[src/design/pbs_pkg.sv]
// Shared constants, types and codes of the proportional bar smoother.
package pbs_pkg;

  localparam int SEGMENTS   = 5;
  localparam int WIDTH_BITS = 10;
  localparam int COUNT_BITS = 8;
  localparam int SEG_W      = $clog2(SEGMENTS);
  localparam int TOTAL_W    = COUNT_BITS + $clog2(SEGMENTS);
  localparam int PROD_W     = COUNT_BITS + WIDTH_BITS;
  localparam int PADDR_W    = 3;
  localparam int APB_DATA_W = 32;

  typedef logic [WIDTH_BITS-1:0] width_t;
  typedef logic [COUNT_BITS-1:0] count_t;

  localparam width_t BAR_RESET = WIDTH_BITS'(400);

  typedef enum logic {
    OP_SAMPLE = 1'b0,
    OP_TICK   = 1'b1
  } op_e;

  typedef enum logic {
    REG_BAR_WIDTH = 1'b0
  } reg_idx_e;

  typedef enum logic [2:0] {
    ST_IDLE,
    ST_SUM,
    ST_DIV_START,
    ST_DIV_WAIT,
    ST_LAST,
    ST_TICK,
    ST_FINISH
  } state_e;

  typedef struct packed {
    width_t bar_width;
    logic   reinit;
  } cfg_t;

  typedef struct packed {
    logic busy;
    logic done;
  } div_stat_t;

endpackage

[src/design/pbs_ifs.sv]
// Valid/ready channel interfaces for samples/ticks and for shown widths.
interface pbs_in_if;
  logic             valid;
  logic             ready;
  logic             op;
  pbs_pkg::count_t  count_user;
  pbs_pkg::count_t  count_nice;
  pbs_pkg::count_t  count_sys;
  pbs_pkg::count_t  count_queue;
  pbs_pkg::count_t  count_idle;

  modport source (
    output valid, op, count_user, count_nice, count_sys, count_queue, count_idle,
    input  ready
  );
  modport sink (
    input  valid, op, count_user, count_nice, count_sys, count_queue, count_idle,
    output ready
  );
endinterface

interface pbs_out_if;
  logic             valid;
  logic             ready;
  pbs_pkg::width_t  shown_user;
  pbs_pkg::width_t  shown_nice;
  pbs_pkg::width_t  shown_sys;
  pbs_pkg::width_t  shown_queue;
  pbs_pkg::width_t  shown_idle;

  modport source (
    output valid, shown_user, shown_nice, shown_sys, shown_queue, shown_idle,
    input  ready
  );
  modport sink (
    input  valid, shown_user, shown_nice, shown_sys, shown_queue, shown_idle,
    output ready
  );
endinterface

[src/design/pbs_div_serial.sv]
// Bit-serial restoring divider: one quotient bit per cycle.
module pbs_div_serial (
  input  logic                                clk_i,
  input  logic                                rst_ni,
  input  logic                                start_i,
  input  logic [pbs_pkg::PROD_W-1:0]          dividend_i,
  input  logic [pbs_pkg::TOTAL_W-1:0]         divisor_i,
  output pbs_pkg::div_stat_t                  stat_o,
  output pbs_pkg::width_t                     quotient_o
);

  localparam int CNT_W = $clog2(pbs_pkg::WIDTH_BITS + 1);

  logic [pbs_pkg::TOTAL_W-1:0] rem_q, rem_d, div_q, div_d;
  pbs_pkg::width_t             sh_q, sh_d;
  logic [CNT_W-1:0]            cnt_q, cnt_d;
  logic                        busy_q, busy_d, done_q, done_d;
  logic [pbs_pkg::TOTAL_W:0]   trial;
  logic [pbs_pkg::TOTAL_W:0]   diff;
  logic                        fits;

  // The quotient fits in WIDTH_BITS, so the high part of the dividend
  // seeds the remainder and only the low bits are shifted in.
  always_comb begin
    trial  = {rem_q, sh_q[pbs_pkg::WIDTH_BITS-1]};
    diff   = trial - {1'b0, div_q};
    fits   = trial >= {1'b0, div_q};
    rem_d  = rem_q;
    div_d  = div_q;
    sh_d   = sh_q;
    cnt_d  = cnt_q;
    busy_d = busy_q;
    done_d = 1'b0;
    if (start_i) begin
      rem_d  = pbs_pkg::TOTAL_W'(dividend_i[pbs_pkg::PROD_W-1:pbs_pkg::WIDTH_BITS]);
      sh_d   = dividend_i[pbs_pkg::WIDTH_BITS-1:0];
      div_d  = divisor_i;
      cnt_d  = CNT_W'(pbs_pkg::WIDTH_BITS);
      busy_d = 1'b1;
    end else if (busy_q) begin
      rem_d = fits ? diff[pbs_pkg::TOTAL_W-1:0] : trial[pbs_pkg::TOTAL_W-1:0];
      sh_d  = {sh_q[pbs_pkg::WIDTH_BITS-2:0], fits};
      cnt_d = cnt_q - CNT_W'(1);
      if (cnt_q == CNT_W'(1)) begin
        busy_d = 1'b0;
        done_d = 1'b1;
      end
    end
  end

  always_ff @(posedge clk_i or negedge rst_ni) begin
    if (!rst_ni) begin
      busy_q <= 1'b0;
      done_q <= 1'b0;
      cnt_q  <= '0;
    end else begin
      busy_q <= busy_d;
      done_q <= done_d;
      cnt_q  <= cnt_d;
    end
  end

  always_ff @(posedge clk_i) begin
    rem_q <= rem_d;
    div_q <= div_d;
    sh_q  <= sh_d;
  end

  assign stat_o.busy = busy_q;
  assign stat_o.done = done_q;
  assign quotient_o  = sh_q;

endmodule

[src/design/pbs_apb_regs.sv]
// APB register file holding the bar width.
module pbs_apb_regs (
  input  logic                               clk_i,
  input  logic                               rst_ni,
  input  logic                               psel,
  input  logic                               penable,
  input  logic                               pwrite,
  input  logic [pbs_pkg::PADDR_W-1:0]        paddr,
  input  logic [pbs_pkg::APB_DATA_W-1:0]     pwdata,
  output logic [pbs_pkg::APB_DATA_W-1:0]     prdata,
  output logic                               pready,
  output pbs_pkg::cfg_t                      cfg_o
);

  pbs_pkg::reg_idx_e idx;
  logic              hit;
  pbs_pkg::width_t   bar_q;
  logic              reinit_q;

  assign idx    = pbs_pkg::reg_idx_e'(paddr[pbs_pkg::PADDR_W-1]);
  assign hit    = psel && penable && pwrite && (idx == pbs_pkg::REG_BAR_WIDTH);
  assign pready = 1'b1;
  assign prdata = (idx == pbs_pkg::REG_BAR_WIDTH) ?
                  pbs_pkg::APB_DATA_W'(bar_q) : '0;

  // Reinit pulse comes in the cycle after the write, carrying the new width.
  always_ff @(posedge clk_i or negedge rst_ni) begin
    if (!rst_ni) begin
      bar_q    <= pbs_pkg::BAR_RESET;
      reinit_q <= 1'b0;
    end else begin
      reinit_q <= hit;
      if (hit) begin
        bar_q <= pwdata[pbs_pkg::WIDTH_BITS-1:0];
      end
    end
  end

  assign cfg_o.bar_width = bar_q;
  assign cfg_o.reinit    = reinit_q;

endmodule

[src/design/proportional_bar_smoother_core.sv]
// Top level of the proportional bar smoother: sequencer, segment state, result register.
//
// The block holds a bar of bar_width pixels split into user, nice, sys, queue
// and idle segments. A sample transaction (op 0) sets each segment's target
// to count*bar_width/total (a zero total counts as one), with the last segment
// taking what the others leave; shown widths stay put. A tick transaction
// (op 1) moves every shown width one smoothing step toward its target. Each
// transaction yields one result carrying all shown widths after the step.
// A sample's result waits on the single bit-serial divider, which produces
// one quotient bit per cycle and is reused for each segment but the last in
// turn. A tick steps one segment per cycle through one smoothing unit. The
// next transaction is accepted in the cycle after the result is loaded into
// the output register, even while that result is still waiting to be taken.
// Writing bar_width (APB address 0) reinitializes all targets and shown
// widths to zero, except the last segment, which becomes the bar width;
// input is held off while this happens.
module proportional_bar_smoother_core (
  input  logic                             clk_i,
  input  logic                             rst_ni,
  pbs_in_if.sink                           sample_i,
  pbs_out_if.source                        result_o,
  input  logic                             psel,
  input  logic                             penable,
  input  logic                             pwrite,
  input  logic [pbs_pkg::PADDR_W-1:0]      paddr,
  input  logic [pbs_pkg::APB_DATA_W-1:0]   pwdata,
  output logic [pbs_pkg::APB_DATA_W-1:0]   prdata,
  output logic                             pready
);

  localparam int SNAP_GAP  = 2;
  localparam int STEP_GAP  = 255;
  localparam int AVG_SHIFT = 8;
  localparam int ACC_W     = pbs_pkg::WIDTH_BITS + AVG_SHIFT + 1;
  localparam int TSUM_W    = pbs_pkg::WIDTH_BITS + pbs_pkg::SEG_W;

  // One smoothing step: snap on a tiny gap, one pixel on a medium gap,
  // otherwise a 255:1 weighted average toward the goal.
  function automatic pbs_pkg::width_t smooth_step(pbs_pkg::width_t cur,
                                                  pbs_pkg::width_t goal);
    pbs_pkg::width_t gap;
    logic [ACC_W-1:0] acc;
    pbs_pkg::width_t res;
    gap = (cur > goal) ? (cur - goal) : (goal - cur);
    acc = (ACC_W'(cur) << AVG_SHIFT) - ACC_W'(cur) + ACC_W'(goal);
    if (ACC_W'(gap) < ACC_W'(SNAP_GAP)) begin
      res = goal;
    end else if (ACC_W'(gap) < ACC_W'(STEP_GAP)) begin
      res = (cur > goal) ? (cur - pbs_pkg::WIDTH_BITS'(1)) : (cur + pbs_pkg::WIDTH_BITS'(1));
    end else begin
      res = acc[pbs_pkg::WIDTH_BITS+AVG_SHIFT-1:AVG_SHIFT];
    end
    return res;
  endfunction

  pbs_pkg::cfg_t        cfg;
  pbs_pkg::div_stat_t   div_stat;
  pbs_pkg::width_t      quotient;

  pbs_pkg::state_e      state_q, state_d;
  logic [pbs_pkg::SEG_W-1:0] seg_q, seg_d;
  logic                 in_ready;
  logic                 in_accept;
  logic                 div_start;
  logic                 out_load;
  logic                 out_valid_q;

  pbs_pkg::width_t      target_q [pbs_pkg::SEGMENTS];
  pbs_pkg::width_t      shown_q  [pbs_pkg::SEGMENTS];
  pbs_pkg::width_t      shown_out_q [pbs_pkg::SEGMENTS];
  pbs_pkg::count_t      cnt_q    [pbs_pkg::SEGMENTS];
  logic [pbs_pkg::TOTAL_W-1:0] total_q;
  logic [pbs_pkg::TOTAL_W-1:0] count_sum;
  pbs_pkg::width_t      used_q;
  logic [pbs_pkg::PROD_W-1:0]  product;
  logic [TSUM_W-1:0]    target_sum;

  pbs_apb_regs u_regs (
    .clk_i   (clk_i),
    .rst_ni  (rst_ni),
    .psel    (psel),
    .penable (penable),
    .pwrite  (pwrite),
    .paddr   (paddr),
    .pwdata  (pwdata),
    .prdata  (prdata),
    .pready  (pready),
    .cfg_o   (cfg)
  );

  // Product of the selected count and the bar width feeds the divider's
  // load registers directly.
  assign product = pbs_pkg::PROD_W'(cnt_q[seg_q]) * pbs_pkg::PROD_W'(cfg.bar_width);

  pbs_div_serial u_div (
    .clk_i      (clk_i),
    .rst_ni     (rst_ni),
    .start_i    (div_start),
    .dividend_i (product),
    .divisor_i  (total_q),
    .stat_o     (div_stat),
    .quotient_o (quotient)
  );

  always_comb begin
    count_sum = '0;
    for (int i = 0; i < pbs_pkg::SEGMENTS; i++) begin
      count_sum = count_sum + pbs_pkg::TOTAL_W'(cnt_q[i]);
    end
  end

  always_comb begin
    target_sum = '0;
    for (int i = 0; i < pbs_pkg::SEGMENTS; i++) begin
      target_sum = target_sum + TSUM_W'(target_q[i]);
    end
  end

  assign in_accept = sample_i.valid && in_ready;

  // Sequencer: sample walks the divider over all segments but the last,
  // tick walks the smoothing unit over every segment.
  always_comb begin
    state_d   = state_q;
    seg_d     = seg_q;
    in_ready  = 1'b0;
    div_start = 1'b0;
    out_load  = 1'b0;
    unique case (state_q)
      pbs_pkg::ST_IDLE: begin
        in_ready = !cfg.reinit;
        if (sample_i.valid && !cfg.reinit) begin
          seg_d   = '0;
          state_d = (pbs_pkg::op_e'(sample_i.op) == pbs_pkg::OP_TICK) ?
                    pbs_pkg::ST_TICK : pbs_pkg::ST_SUM;
        end
      end
      pbs_pkg::ST_SUM: begin
        state_d = pbs_pkg::ST_DIV_START;
      end
      pbs_pkg::ST_DIV_START: begin
        div_start = 1'b1;
        state_d   = pbs_pkg::ST_DIV_WAIT;
      end
      pbs_pkg::ST_DIV_WAIT: begin
        if (div_stat.done) begin
          if (seg_q == pbs_pkg::SEG_W'(pbs_pkg::SEGMENTS - 2)) begin
            state_d = pbs_pkg::ST_LAST;
          end else begin
            seg_d   = seg_q + pbs_pkg::SEG_W'(1);
            state_d = pbs_pkg::ST_DIV_START;
          end
        end
      end
      pbs_pkg::ST_LAST: begin
        state_d = pbs_pkg::ST_FINISH;
      end
      pbs_pkg::ST_TICK: begin
        if (seg_q == pbs_pkg::SEG_W'(pbs_pkg::SEGMENTS - 1)) begin
          state_d = pbs_pkg::ST_FINISH;
        end else begin
          seg_d = seg_q + pbs_pkg::SEG_W'(1);
        end
      end
      pbs_pkg::ST_FINISH: begin
        // Hold until the result register is free, then load it.
        if (!out_valid_q || result_o.ready) begin
          out_load = 1'b1;
          state_d  = pbs_pkg::ST_IDLE;
        end
      end
      default: begin
        state_d = pbs_pkg::ST_IDLE;
      end
    endcase
  end

  always_ff @(posedge clk_i or negedge rst_ni) begin
    if (!rst_ni) begin
      state_q     <= pbs_pkg::ST_IDLE;
      seg_q       <= '0;
      out_valid_q <= 1'b0;
    end else begin
      state_q <= state_d;
      seg_q   <= seg_d;
      if (out_load) begin
        out_valid_q <= 1'b1;
      end else if (result_o.ready) begin
        out_valid_q <= 1'b0;
      end
    end
  end

  // Segment state: reinit on a bar width write, otherwise at most one entry
  // updated per cycle, by the divider, the last-segment fill or the smoothing unit.
  always_ff @(posedge clk_i or negedge rst_ni) begin
    if (!rst_ni) begin
      for (int i = 0; i < pbs_pkg::SEGMENTS; i++) begin
        target_q[i] <= '0;
        shown_q[i]  <= '0;
      end
      target_q[pbs_pkg::SEGMENTS-1] <= pbs_pkg::BAR_RESET;
      shown_q[pbs_pkg::SEGMENTS-1]  <= pbs_pkg::BAR_RESET;
    end else if (cfg.reinit) begin
      for (int i = 0; i < pbs_pkg::SEGMENTS; i++) begin
        target_q[i] <= '0;
        shown_q[i]  <= '0;
      end
      target_q[pbs_pkg::SEGMENTS-1] <= cfg.bar_width;
      shown_q[pbs_pkg::SEGMENTS-1]  <= cfg.bar_width;
    end else begin
      if (state_q == pbs_pkg::ST_DIV_WAIT && div_stat.done) begin
        target_q[seg_q] <= quotient;
      end
      if (state_q == pbs_pkg::ST_LAST) begin
        target_q[pbs_pkg::SEGMENTS-1] <= cfg.bar_width - used_q;
      end
      if (state_q == pbs_pkg::ST_TICK) begin
        shown_q[seg_q] <= smooth_step(shown_q[seg_q], target_q[seg_q]);
      end
    end
  end

  always_ff @(posedge clk_i) begin
    if (in_accept) begin
      cnt_q[0] <= sample_i.count_user;
      cnt_q[1] <= sample_i.count_nice;
      cnt_q[2] <= sample_i.count_sys;
      cnt_q[3] <= sample_i.count_queue;
      cnt_q[4] <= sample_i.count_idle;
    end
    if (state_q == pbs_pkg::ST_SUM) begin
      total_q <= (count_sum == '0) ? pbs_pkg::TOTAL_W'(1) : count_sum;
      used_q  <= '0;
    end
    if (state_q == pbs_pkg::ST_DIV_WAIT && div_stat.done) begin
      used_q <= used_q + quotient;
    end
    if (out_load) begin
      for (int i = 0; i < pbs_pkg::SEGMENTS; i++) begin
        shown_out_q[i] <= shown_q[i];
      end
    end
  end

  assign sample_i.ready       = in_ready;
  assign result_o.valid       = out_valid_q;
  assign result_o.shown_user  = shown_out_q[0];
  assign result_o.shown_nice  = shown_out_q[1];
  assign result_o.shown_sys   = shown_out_q[2];
  assign result_o.shown_queue = shown_out_q[3];
  assign result_o.shown_idle  = shown_out_q[4];

  // Divider is only started when it is free.
  assert property (@(posedge clk_i) disable iff (!rst_ni)
    (state_q == pbs_pkg::ST_DIV_START) |-> !div_stat.busy)
    else $error("divider started while busy");

  // A divider result only appears while the sequencer waits for it.
  assert property (@(posedge clk_i) disable iff (!rst_ni)
    div_stat.done |-> (state_q == pbs_pkg::ST_DIV_WAIT))
    else $error("divider result outside wait state");

  // At rest the targets always split the whole bar.
  assert property (@(posedge clk_i) disable iff (!rst_ni)
    (state_q == pbs_pkg::ST_IDLE && !cfg.reinit) |->
      (target_sum == TSUM_W'(cfg.bar_width)))
    else $error("targets do not add up to bar width");

  // A new result is only raised from the finish state.
  assert property (@(posedge clk_i) disable iff (!rst_ni)
    $rose(out_valid_q) |-> ($past(state_q) == pbs_pkg::ST_FINISH))
    else $error("result raised outside finish state");

  // The last shown width never exceeds the bar.
  assert property (@(posedge clk_i) disable iff (!rst_ni)
    !cfg.reinit |-> (shown_q[pbs_pkg::SEGMENTS-1] <= cfg.bar_width))
    else $error("shown width beyond bar width");

endmodule
[src/flat_wrapper.sv]
// flat-port wrapper written by rule: the top's interface ports become plain ports
module proportional_bar_smoother_core_flat 
  (clk_i, rst_ni, psel, penable, pwrite, paddr, pwdata, prdata, pready, sample_i_valid, sample_i_op, sample_i_count_user, sample_i_count_nice, sample_i_count_sys, sample_i_count_queue, sample_i_count_idle, sample_i_ready, result_o_valid, result_o_shown_user, result_o_shown_nice, result_o_shown_sys, result_o_shown_queue, result_o_shown_idle, result_o_ready);
  pbs_in_if sample_i_i ();
  pbs_out_if result_o_i ();
  input  logic clk_i;
  input  logic rst_ni;
  input  logic psel;
  input  logic penable;
  input  logic pwrite;
  input  logic [pbs_pkg::PADDR_W-1:0] paddr;
  input  logic [pbs_pkg::APB_DATA_W-1:0] pwdata;
  output logic [pbs_pkg::APB_DATA_W-1:0] prdata;
  output logic pready;
  input wire logic [$bits(sample_i_i.valid)-1:0] sample_i_valid;
  input wire logic [$bits(sample_i_i.op)-1:0] sample_i_op;
  input wire logic [$bits(sample_i_i.count_user)-1:0] sample_i_count_user;
  input wire logic [$bits(sample_i_i.count_nice)-1:0] sample_i_count_nice;
  input wire logic [$bits(sample_i_i.count_sys)-1:0] sample_i_count_sys;
  input wire logic [$bits(sample_i_i.count_queue)-1:0] sample_i_count_queue;
  input wire logic [$bits(sample_i_i.count_idle)-1:0] sample_i_count_idle;
  output wire logic [$bits(sample_i_i.ready)-1:0] sample_i_ready;
  output wire logic [$bits(result_o_i.valid)-1:0] result_o_valid;
  output wire logic [$bits(result_o_i.shown_user)-1:0] result_o_shown_user;
  output wire logic [$bits(result_o_i.shown_nice)-1:0] result_o_shown_nice;
  output wire logic [$bits(result_o_i.shown_sys)-1:0] result_o_shown_sys;
  output wire logic [$bits(result_o_i.shown_queue)-1:0] result_o_shown_queue;
  output wire logic [$bits(result_o_i.shown_idle)-1:0] result_o_shown_idle;
  input wire logic [$bits(result_o_i.ready)-1:0] result_o_ready;
  assign sample_i_i.valid = sample_i_valid;
  assign sample_i_i.op = sample_i_op;
  assign sample_i_i.count_user = sample_i_count_user;
  assign sample_i_i.count_nice = sample_i_count_nice;
  assign sample_i_i.count_sys = sample_i_count_sys;
  assign sample_i_i.count_queue = sample_i_count_queue;
  assign sample_i_i.count_idle = sample_i_count_idle;
  assign sample_i_ready = sample_i_i.ready;
  assign result_o_valid = result_o_i.valid;
  assign result_o_shown_user = result_o_i.shown_user;
  assign result_o_shown_nice = result_o_i.shown_nice;
  assign result_o_shown_sys = result_o_i.shown_sys;
  assign result_o_shown_queue = result_o_i.shown_queue;
  assign result_o_shown_idle = result_o_i.shown_idle;
  assign result_o_i.ready = result_o_ready;
  proportional_bar_smoother_core u_core (.clk_i(clk_i), .rst_ni(rst_ni), .sample_i(sample_i_i), .result_o(result_o_i), .psel(psel), .penable(penable), .pwrite(pwrite), .paddr(paddr), .pwdata(pwdata), .prdata(prdata), .pready(pready));
endmodule
[config.mk]
export PLATFORM = sky130hd
export DESIGN_NAME = proportional_bar_smoother_core_flat
export DESIGN_NICKNAME = d
export VERILOG_FILES = /design/src/design/pbs_pkg.sv /design/src/design/pbs_ifs.sv /design/src/design/pbs_div_serial.sv /design/src/design/pbs_apb_regs.sv /design/src/design/proportional_bar_smoother_core.sv /design/src/flat_wrapper.sv
export SDC_FILE = /design/constraint.sdc
export NUM_CORES = 1
export LEC_CHECK = 0
export BUFFER_PORTS_ARGS = -buffer_cell sky130_fd_sc_hd__buf_2
export CELL_PAD_IN_SITES_DETAIL_PLACEMENT = 1
export CELL_PAD_IN_SITES_GLOBAL_PLACEMENT = 2
export CORE_ASPECT_RATIO = 0.8
export CORE_MARGIN = 3
export CORE_UTILIZATION = 44
export CTS_BUF_LIST = sky130_fd_sc_hd__clkbuf_4 sky130_fd_sc_hd__clkbuf_8
export DETAILED_ROUTE_END_ITERATION = 10
export PLACE_DENSITY = 0.86
export SLEW_MARGIN = 20
export SYNTH_ARGS = -nofsm -noshare
export SYNTH_HDL_FRONTEND = slang
export SYNTH_HIERARCHICAL = 1
export SYNTH_SLANG_ARGS = --single-unit
[constraint.sdc]
create_clock -name clk_i -period 11 [get_ports clk_i]
set_input_delay 1.1 -clock clk_i [delete_from_list [all_inputs] [get_ports clk_i]]
set_output_delay 1.1 -clock clk_i [all_outputs]
set_load 0.05 [all_outputs]
Yosys cells after proc, flatten, opt, wreduce, memory -nomap -nowiden
Memories as Yosys holds them, arrays and structs flattened.
Index checks and enable logic that the tools add are counted.
Widths: inputs -> output; s select.
{"block": "totals", "register_bits": 177, "ram_bits": 90, "in_bits": 83, "output_inout_bits": 85, "wordCells": 145, "memories": 2}
{"memory": "u_core.shown_out_q", "words": 5, "word_bits": 10, "read_ports": 5, "rd_ports_with_merged_regs": 0, "wr": 5, "line": "proportional_bar_smoother_core.sv:70", "rtl": "pbs_pkg::width_t shown_out_q [pbs_pkg::SEGMENTS];"}
{"memory": "u_core.cnt_q", "words": 5, "word_bits": 8, "read_ports": 6, "rd_ports_with_merged_regs": 0, "wr": 5, "line": "proportional_bar_smoother_core.sv:71", "rtl": "pbs_pkg::count_t cnt_q [pbs_pkg::SEGMENTS];"}
{"block": "op_classes", "n_addsub": 15, "n_mul": 1, "n_lt_le_gt_ge": 6, "eq_ne": 15, "n_mux": 59, "n_bitwise": 2, "n_reduce_logical": 21}
{"operator": "$mux 50", "n": 4}
{"operator": "$mux 10", "n": 17}
{"operator": "$bwmux 50", "n": 2}
{"operator": "$bmux 10 s3", "n": 2}
{"operator": "$add 11x8->11", "n": 3}
{"operator": "$demux 10 s3", "n": 1}
{"operator": "$mux 3", "n": 10}
{"operator": "$sub 10x10->10", "n": 3}
{"operator": "$pmux 3 s7", "n": 1}
{"operator": "$add 18x10->18", "n": 1}
{"operator": "$mul 8x10->18", "n": 1}
{"operator": "$sub 18x10->18", "n": 1}
{"operator": "$mux 1", "n": 16}
{"operator": "$mux 8", "n": 2}
{"operator": "$eq 3x3->1 const B", "n": 4}
{"operator": "$ge 12x11->1", "n": 1}
{"operator": "$logic_not 11->1", "n": 1}
{"operator": "$mux 11", "n": 1}
{"operator": "$sub 11x11->11", "n": 1}
{"operator": "$add 10x1->10 const B", "n": 1}
{"operator": "$add 10x10->10", "n": 1}
{"operator": "$gt 10x10->1", "n": 1}
{"operator": "$lt 10x2->1 const B", "n": 1}
{"operator": "$lt 10x8->1 const B", "n": 1}
{"operator": "23 further kinds", "n": 42}

Logic depth before layout (Yosys ltp)
Gate-level depths: netlist of run 1.
{"block": "depth", "word_depth": 14, "mapped_depth": 29, "ltp_nobuf": 27}

By module
Netlist of run 1, hierarchy kept.
{"mod": "proportional_bar_smoother_core", "instances": 1, "cells_each": 1462, "area_per_inst_um2": 15394.8, "seq_area_each_um2": 6018.3}
{"mod": "pbs_div_serial", "instances": 1, "cells_each": 195, "area_per_inst_um2": 2193.4, "seq_area_each_um2": 1081.0}
{"mod": "pbs_apb_regs", "instances": 1, "cells_each": 61, "area_per_inst_um2": 718.2, "seq_area_each_um2": 279.0}

Worst setup path before layout of run 1
No wires, ideal clock.
{"block": "synth_path", "kind": "register -> register", "start": "register u_core/seg_q[0] (netlist name)", "end": "register u_core/u_div/rem_q[6] (netlist name), data pin", "setup_time_ps": 146, "arrival_time_ps": 6567, "required_time_ps": 10854, "slack_ps": 4287, "path_stages_with_launch": 26, "path_buffers": 2, "synth_period_minus_slack_ps": 6713, "path_cell_list": "dfrtp_1 buf_2 buf_1 mux2i_1 nor2_1 a31oi_1 nor2_1 a221oi_1 nand2b_1 fa_1 fa_1 inv_1 fa_1 inv_1 fa_1 inv_1 ha_1 a21oi_1 nand2b_1 a21boi_0 o31a_1 o41ai_2 or4b_2 o211ai_1 nor2b_1 a21oi_1"}
{"block": "synth_between", "elab_chain_cells": 3}
{"item": "start: declaration", "line": "proportional_bar_smoother_core.sv:61", "rtl": "logic [pbs_pkg::SEG_W-1:0] seg_q, seg_d;"}
{"item": "start signal: assignment", "line": "proportional_bar_smoother_core.sv:185", "rtl": "seg_q <= seg_d;"}
{"item": "$mem_v2 5x8"}
{"item": "$mul 8x10->18", "line": "proportional_bar_smoother_core.sv:93", "rtl": "assign product = pbs_pkg::PROD_W'(cnt_q[seg_q]) * pbs_pkg::PROD_W'(cfg.bar_width);"}
{"item": "net u_core.product, one bit", "line": "proportional_bar_smoother_core.sv:75", "rtl": "logic [pbs_pkg::PROD_W-1:0] product;"}
{"item": "$mux 8", "line": "pbs_div_serial.sv:34", "rtl": "if (start_i) begin"}
{"item": "net u_core.u_div.rem_d, one bit", "line": "pbs_div_serial.sv:14", "rtl": "logic [pbs_pkg::TOTAL_W-1:0] rem_q, rem_d, div_q, div_d;"}
{"item": "end signal: assignment", "line": "pbs_div_serial.sv:64", "rtl": "rem_q <= rem_d;"}
{"item": "end: declaration", "line": "pbs_div_serial.sv:14"}
The timed path passes the listed nets, and every way through them passes these cells.
A chain may end at the register's enable or synchronous reset.

Worst setup path in the final report of run 1
{"block": "layout_path", "start": "register u_core/seg_q[0] (netlist name)", "end": "register u_core/u_div/rem_q[5] (netlist name), data pin"}
The elaborated chain is that of the path after synthesis.

==> impl_metrics.py, run 1 <==
metrics = {
    "worst_setup_path": {
        "path_cells": "buf_4 -> inv_1 -> nor2_1 -> a21oi_1 -> nor2_1 -> a221o_1 -> nand2_1 -> fa_1 -> fa_1 -> inv_1 -> fa_1 -> inv_1 -> fa_1 -> inv_1 -> ha_1 -> a21boi_0 -> o21ai_0 -> a21boi_0 -> o21ai_0 -> a21oi_1 -> o41ai_1 -> xnor2_1 -> a221o_1",
        "critPathCapture": "u_core/u_div/rem_q[5]",
        "crit_type": "reg -> reg",
        "r2r_slack_ns": 3.22,
        "reg2reg_to": "u_core/u_div/rem_q[5]",
        "end_kind": "flop",
        "cp.required_ns": 11.36,
        "cp_slowest_cell": "dfrtp_2",
        "worstSetupStartpointType": "flop",
        "max_stage_delay_ns": 0.64,
        "critPathLaunch": "u_core/seg_q[0]",
        "path_max_fanout": 36,
        "crit_arrival_ns": 8.14,
        "r2r_cells": 23,
        "r2r-start": "u_core/seg_q[0]",
    },
    "drt": {
        "route.detailed.drc": 0,
        "vias": 13580,
        "wl_met3_um": 3381,
        "wirelength_met1_um": 25400,
        "vias_per_cell": 5.607,
        "dr_wl_met2_um": 22350,
        "routed_wl_um": 51750,
        "drtIter0Drc": 1029,
        "antenna_left": 0,
        "highest_layer": "met4",
        "dr.pass1.iters": 5,
        "wl_per_cell_um": 21.37,
    },
    "clock_tree": {
        "clock_latency_ns": 0.63,
        "ctsHoldBuffers": 0,
        "cts.sinks": 267,
        "cts_buffer_depth": 3,
        "cts-resized-gates": 0,
        "h-tree-depth": 2,
        "path_clk_slew_ns": 0.06,
        "cts_root_buffer": "clkbuf_8",
        "post_cts_buffers": 0,
        "cts_tree": "yes",
        "cts_buffers": 46,
    },
    "floorplanning": {
        "die_h_um": 188.4,
        "rows": 66,
        "initial_core_util_pct": 44.77,
        "core_area_um2": 40880,
        "top_level_ports": 168,
        "die_w_um": 234,
        "die_area_um2": 44090,
    },
    "timing": {
        "max_slew_margin_pct": 21.66,
        "setup_viol": 0,
        "max_freq_mhz": 128.5,
        "setup_tns_ns": 0,
        "maxSlewViolCount": 0,
        "fin_ws_ns": 3.220,
        "finalHoldViolations": 0,
        "tightest_slew_ns": 1.175,
        "period_minus_slack_ns": 7.780,
        "worst_clock_skew_ns": 0.03604,
        "finalCritPeriodShare_pct": 70.72,
        "rsz0062_at_grt": "no",
    },
    "final_layout": {
        "diodes": 0,
        "area_growth_pct": 11.25,
        "drive_gt1_share_pct": 17.25,
        "finalInstanceArea_um2": 20360,
        "nNetsFinal": 2137,
    },
    "placed_design": {
        "globalplace.congestion": 0.8235,
        "place_ws_ns": 3.207,
        "dpl_cell_area_um2": 19390,
        "dp_hpwl_um": 38950,
        "portBuffers": 120,
    },
    "power": {
        "p_comb_share_pct": 45.2,
        "intPower_mw": 2.340,
        "p_per_area_nw_per_um2": 193.5,
        "p_seq_share_pct": 31.2,
        "switchingPower_mw": 1.598,
        "p_leak_nw": 9.093,
        "switching_share_pct": 40.58,
        "p_clk_share_pct": 23.5,
        "p_total_mw": 3.939,
        "ir_worst_vdd_uv": 105.5,
    },
    "global_routing": {
        "grt_pass1_vias": 14210,
        "gr-total-overflow": 0,
        "antenna_found_initial": 1,
        "gr-usage-all-layers_pct": 23.81,
        "grt_first_pass_wirelength_um": 81910,
        "grt_max_degree": 69,
    },
    "synthesis": {
        "synth_area_um2": 18300,
        "yosysWarnings": 6,
        "synthCells": 1717,
        "syn_area_per_cell_um2": 10.66,
    },
    "flow_run": {
        "cap_viol_max_count": 0,
    },
    "outcome": {
        "outcome": "complete, no violations",
    },
    "min_path": {
        "hold_class": "reg -> reg",
    },
}
[routing by layer]
layer	track usage [%]	vias to the layer above
met5	0	-
met2	34.72	395
met4	4.165	0
li1	-	6220
met1	37.01	6919
met3	4.746	46
[layout make-up]
| class | count | area (µm²) |
|---|---|---|
| Clock buffer | 68 | 835.8 |
| Clock inverter | 15 | 100.1 |
| Fill cell | 4451 | 20520 |
| Inverter | 164 | 615.6 |
| Multi-Input combinational cell | 1219 | 9955 |
| Sequential cell | 267 | 7381 |
| Tap cell | 544 | 680.7 |
| Timing Repair Buffer | 145 | 790.8 |
[critical path, delay by kind of cell (launching register included)]
family                     cells  cell delay (ns)
buffers and inverters          5             1.07
xor gates and xnor gates       1             0.15
and+or+nand+nor                3             0.82
AOI/OAI and AO/OA              9             2.49
DFF                            1             0.64
adders and majority gates      5             2.32
[sequential cells by signal, summed over array words and instances, names as in the netlist, 10 cells and up]
name	count
u_core/target_q	50
u_core/shown_out_q	50
u_core/u_div/div_q	11
u_core/u_div/quotient_o	10
u_core/shown_q	50
u_core/u_regs/bar_q	10
u_core/used_q	10
u_core/u_div/rem_q	11
u_core/cnt_q	40
u_core/total_q	11
[through the flow]
| stage | util [%] | instances | hold WS [ns] |
|---|---|---|---|
| 2_1_floorplan | - | 1738 | 0.4003 |
| 3_3_place_gp | 47.44 | 2337 | 0.4031 |
| 3_5_place_dp | 47.44 | 2337 | 0.4056 |
| 4_1_cts | 49.73 | 2420 | 0.4168 |
| 5_1_grt | 49.80 | 2422 | 0.4222 |
| 6_report | 49.80 | 2422 | 0.4182 |
[placed cells by master, fill, tap and decap left out, drive strengths merged, types with 30 or more instances in the layout]
master	instances
nor2	142
nor2b	54
nand2b	30
a21oi	95
and2	32
clkbuf	69
xnor2	46
inv	167
dfrtp	115
ha	126
buf	144
fa	85
mux2i	50
edfxtp	140
o21ai	69
mux2	34
nand2	136
[power by group through the flow]
stage	Clock (mW)	Combinational, mW	Sequential [mW]
floorplan	0	1.32	1.19
global placement	0	1.68	1.25
detailed placement	0	1.76	1.25
CTS	0.956	1.77	1.23
global route	1.00	1.99	1.24
finish	0.926	1.78	1.23
[worst min path at each step]
stage	startpoint	endpoint	slack, ns	cells past startpoint
global route	u_core/total_q[6]	u_core/u_div/div_q[6]	0.42	0
global placement	u_core/total_q[6]	u_core/u_div/div_q[6]	0.40	0
CTS	u_core/total_q[6]	u_core/u_div/div_q[6]	0.42	0
detailed placement	u_core/total_q[6]	u_core/u_div/div_q[6]	0.41	0
finish	u_core/total_q[6]	u_core/u_div/div_q[6]	0.42	0
floorplan	u_core/total_q[0]	u_core/u_div/div_q[0]	0.40	0
No activity file was read; power rests on OpenSTA's default activity.
==> run 2: changes to the inputs <==
--- a/config.mk
+++ b/config.mk
@@ -10,10 +10,10 @@
 export CELL_PAD_IN_SITES_GLOBAL_PLACEMENT = 2
 export CORE_ASPECT_RATIO = 0.8
 export CORE_MARGIN = 3
-export CORE_UTILIZATION = 44
+export CORE_UTILIZATION = 41
 export CTS_BUF_LIST = sky130_fd_sc_hd__clkbuf_4 sky130_fd_sc_hd__clkbuf_8
 export DETAILED_ROUTE_END_ITERATION = 10
-export PLACE_DENSITY = 0.86
+export PLACE_DENSITY = 0.81
 export SLEW_MARGIN = 20
 export SYNTH_ARGS = -nofsm -noshare
 export SYNTH_HDL_FRONTEND = slang
==> constraint.sdc (replaced) <==
create_clock -name clk_i -period 7.25 [get_ports clk_i]
set_input_delay 0.725 -clock clk_i [delete_from_list [all_inputs] [get_ports clk_i]]
set_output_delay 0.725 -clock clk_i [all_outputs]
set_load 0.05 [all_outputs]
==> run 2 against run 1 <==
Critical path depth unchanged. Combinational power is 53% higher. Cell area rose by 0.57%. Utilization shrank 2.8 points. Register-to-register slack got worse by 2.6 ns. Worst hold slack worse by 0.15 ns. Clock skew decreased by 0.0090 ns. Critical path type unchanged.
==> impl_metrics.py, run 2 (same netlist as run 1, synthesis figures left out) <==
metrics = {
    "global_routing": {
        "antenna_found_initial": 0,
        "grt_max_degree": 65,
        "gr-usage-all-layers_pct": 22.36,
        "met3_usage_pct": 3.586,
        "grt_pass1_vias": 14240,
        "use_met2_pct": 33.71,
        "grt_first_pass_wirelength_um": 83120,
        "top_usage_layer": "met1",
        "grt_use_met1_pct": 34.20,
        "gr-total-overflow": 0,
    },
    "clock_tree": {
        "cts.sinks": 267,
        "path_clk_slew_ns": 0.06,
        "cts_root_buffer": "clkbuf_8",
        "cts_buffer_depth": 3,
        "post_cts_buffers": 0,
        "cts_tree": "yes",
        "h-tree-depth": 2,
        "clock_latency_ns": 0.61,
        "cts_buffers": 45,
    },
    "drt": {
        "vias": 13640,
        "route.detailed.drc": 0,
        "antenna_left": 0,
        "wl_per_cell_um": 21.22,
        "routed_wl_um": 52740,
        "drtIter0Drc": 903,
        "vias_per_cell": 5.488,
        "dr.pass1.iters": 5,
    },
    "floorplanning": {
        "initial_core_util_pct": 42.01,
        "top_level_ports": 168,
        "core_area_um2": 43560,
        "die_h_um": 195.0,
        "rows": 68,
        "die_area_um2": 47220,
        "die_w_um": 242.2,
    },
    "worst_setup_path": {
        "cp.required_ns": 7.70,
        "crit_arrival_ns": 7.12,
        "path_max_fanout": 12,
        "reg2reg_to": "u_core/u_div/rem_q[6]",
        "r2r_slack_ns": 0.58,
        "cp_slowest_cell": "or4b_2",
        "end_kind": "flop",
        "path_cells": "inv_1 -> nor2_1 -> a21oi_1 -> nor2_1 -> a221o_1 -> nand2_1 -> fa_1 -> fa_1 -> inv_1 -> fa_1 -> inv_1 -> fa_1 -> inv_1 -> ha_1 -> a21oi_1 -> nand2b_1 -> a21boi_0 -> o31a_1 -> o41ai_2 -> or4b_2 -> o211ai_1 -> nor2b_1 -> a21oi_1",
        "cp.buffers_inverters": 4,
        "max_stage_delay_ns": 0.62,
        "worstSetupStartpointType": "flop",
        "crit_type": "reg -> reg",
        "r2r-start": "u_core/seg_q[0]",
        "r2r_cells": 23,
        "crit_family": "adder cells",
    },
    "timing": {
        "finalCritPeriodShare_pct": 91.97,
        "max_slew_margin_pct": 23.55,
        "setup_tns_ns": 0,
        "max_freq_mhz": 150.0,
        "rsz0062_at_grt": "no",
        "setup_viol": 0,
        "maxSlewViolCount": 0,
        "finalHoldViolations": 0,
        "period_minus_slack_ns": 6.668,
        "worst_clock_skew_ns": 0.02707,
        "tightest_slew_ns": 1.147,
    },
    "power": {
        "p_per_area_nw_per_um2": 291.4,
        "ir_worst_vdd_uv": 170.4,
        "p_leak_nw": 9.122,
    },
    "min_path": {
        "hold_class": "in -> async",
    },
    "placed_design": {
        "globalplace.congestion": 0.8459,
        "portBuffers": 120,
        "dp_hpwl_um": 40190,
    },
    "final_layout": {
        "final_util_pct": 47.00,
        "nNetsFinal": 2148,
        "reg_top3": "u_core/shown_out_q (50), u_core/shown_q (50), u_core/target_q (50)",
        "area_growth_pct": 11.89,
        "diodes": 0,
        "drive_gt1_share_pct": 17.57,
        "final_common_cell": "inv_1",
        "layout_common_cells": "inv_1 (164), nor2_1 (141), edfxtp_1 (140)",
    },
    "outcome": {
        "outcome": "complete, no violations",
    },
    "flow_run": {
        "cap_viol_max_count": 0,
    },
}
[run 2: worst max-delay path by stage]
stage          depth (start not counted)             from                     to
6_report                              23  u_core/seg_q[0]  u_core/u_div/rem_q[6]
3_5_place_dp                          23  u_core/seg_q[0]  u_core/u_div/rem_q[6]
2_1_floorplan                         25  u_core/seg_q[0]  u_core/u_div/rem_q[6]
4_1_cts                               23  u_core/seg_q[0]  u_core/u_div/rem_q[6]
3_3_place_gp                          22  u_core/seg_q[0]  u_core/u_div/rem_q[5]
5_1_grt                               24  u_core/seg_q[0]  u_core/u_div/rem_q[7]
[run 2: power by group]
group,total [mW],switching (mW),internal [mW]
sequential,1.86,0.129,1.73
combinational,2.73,1.66,1.08
clock,1.38,0.656,0.721
total,5.97,2.44,3.52
[run 2: through the flow]
stage | hold WS (ns) | setup WS (ns) | power, mW | area (µm²) | std cells
after global routing | 0.2515 | 0.03010 | 6.402 | 20470 | 2485
after floorplan | 0.4003 | 0.5372 | 3.808 | 18380 | 1738
after detailed placement | 0.4143 | 0.5270 | 4.587 | 19560 | 2402
after CTS | 0.2390 | 0.5092 | 6.005 | 20460 | 2485
after global placement | 0.4071 | 0.6754 | 4.496 | 19560 | 2402
final | 0.2649 | 0.5825 | 5.966 | 20470 | 2485
[run 2: cell type report]
type                    count  area [µm²]
clock buffers              59       749.5
clock inverters            24       155.1
fillers                  4912       23090
inverters                 164       615.6
multi-input cells        1219        9947
flip-flops and latches    267        7382
well taps                 595       744.5
repair buffers            157       880.8
[run 2: metal layers]
layer / part of all wire (%) / wire [µm] / vias up
met4: 1.4 / 724 / 0
met2: 44 / 23000 / 315
met5: 0 / 0 / -
met1: 50 / 26220 / 7029
li1: - / - / 6242
met3: 5.3 / 2796 / 51
[run 2: repair_timing]
item                                    in CTS  in global routing
hold endpoints to repair                     0                  0
hold buffers                                 0                  0
endpoints found under the setup margin       0                  1
gates resized for setup                      0                  1
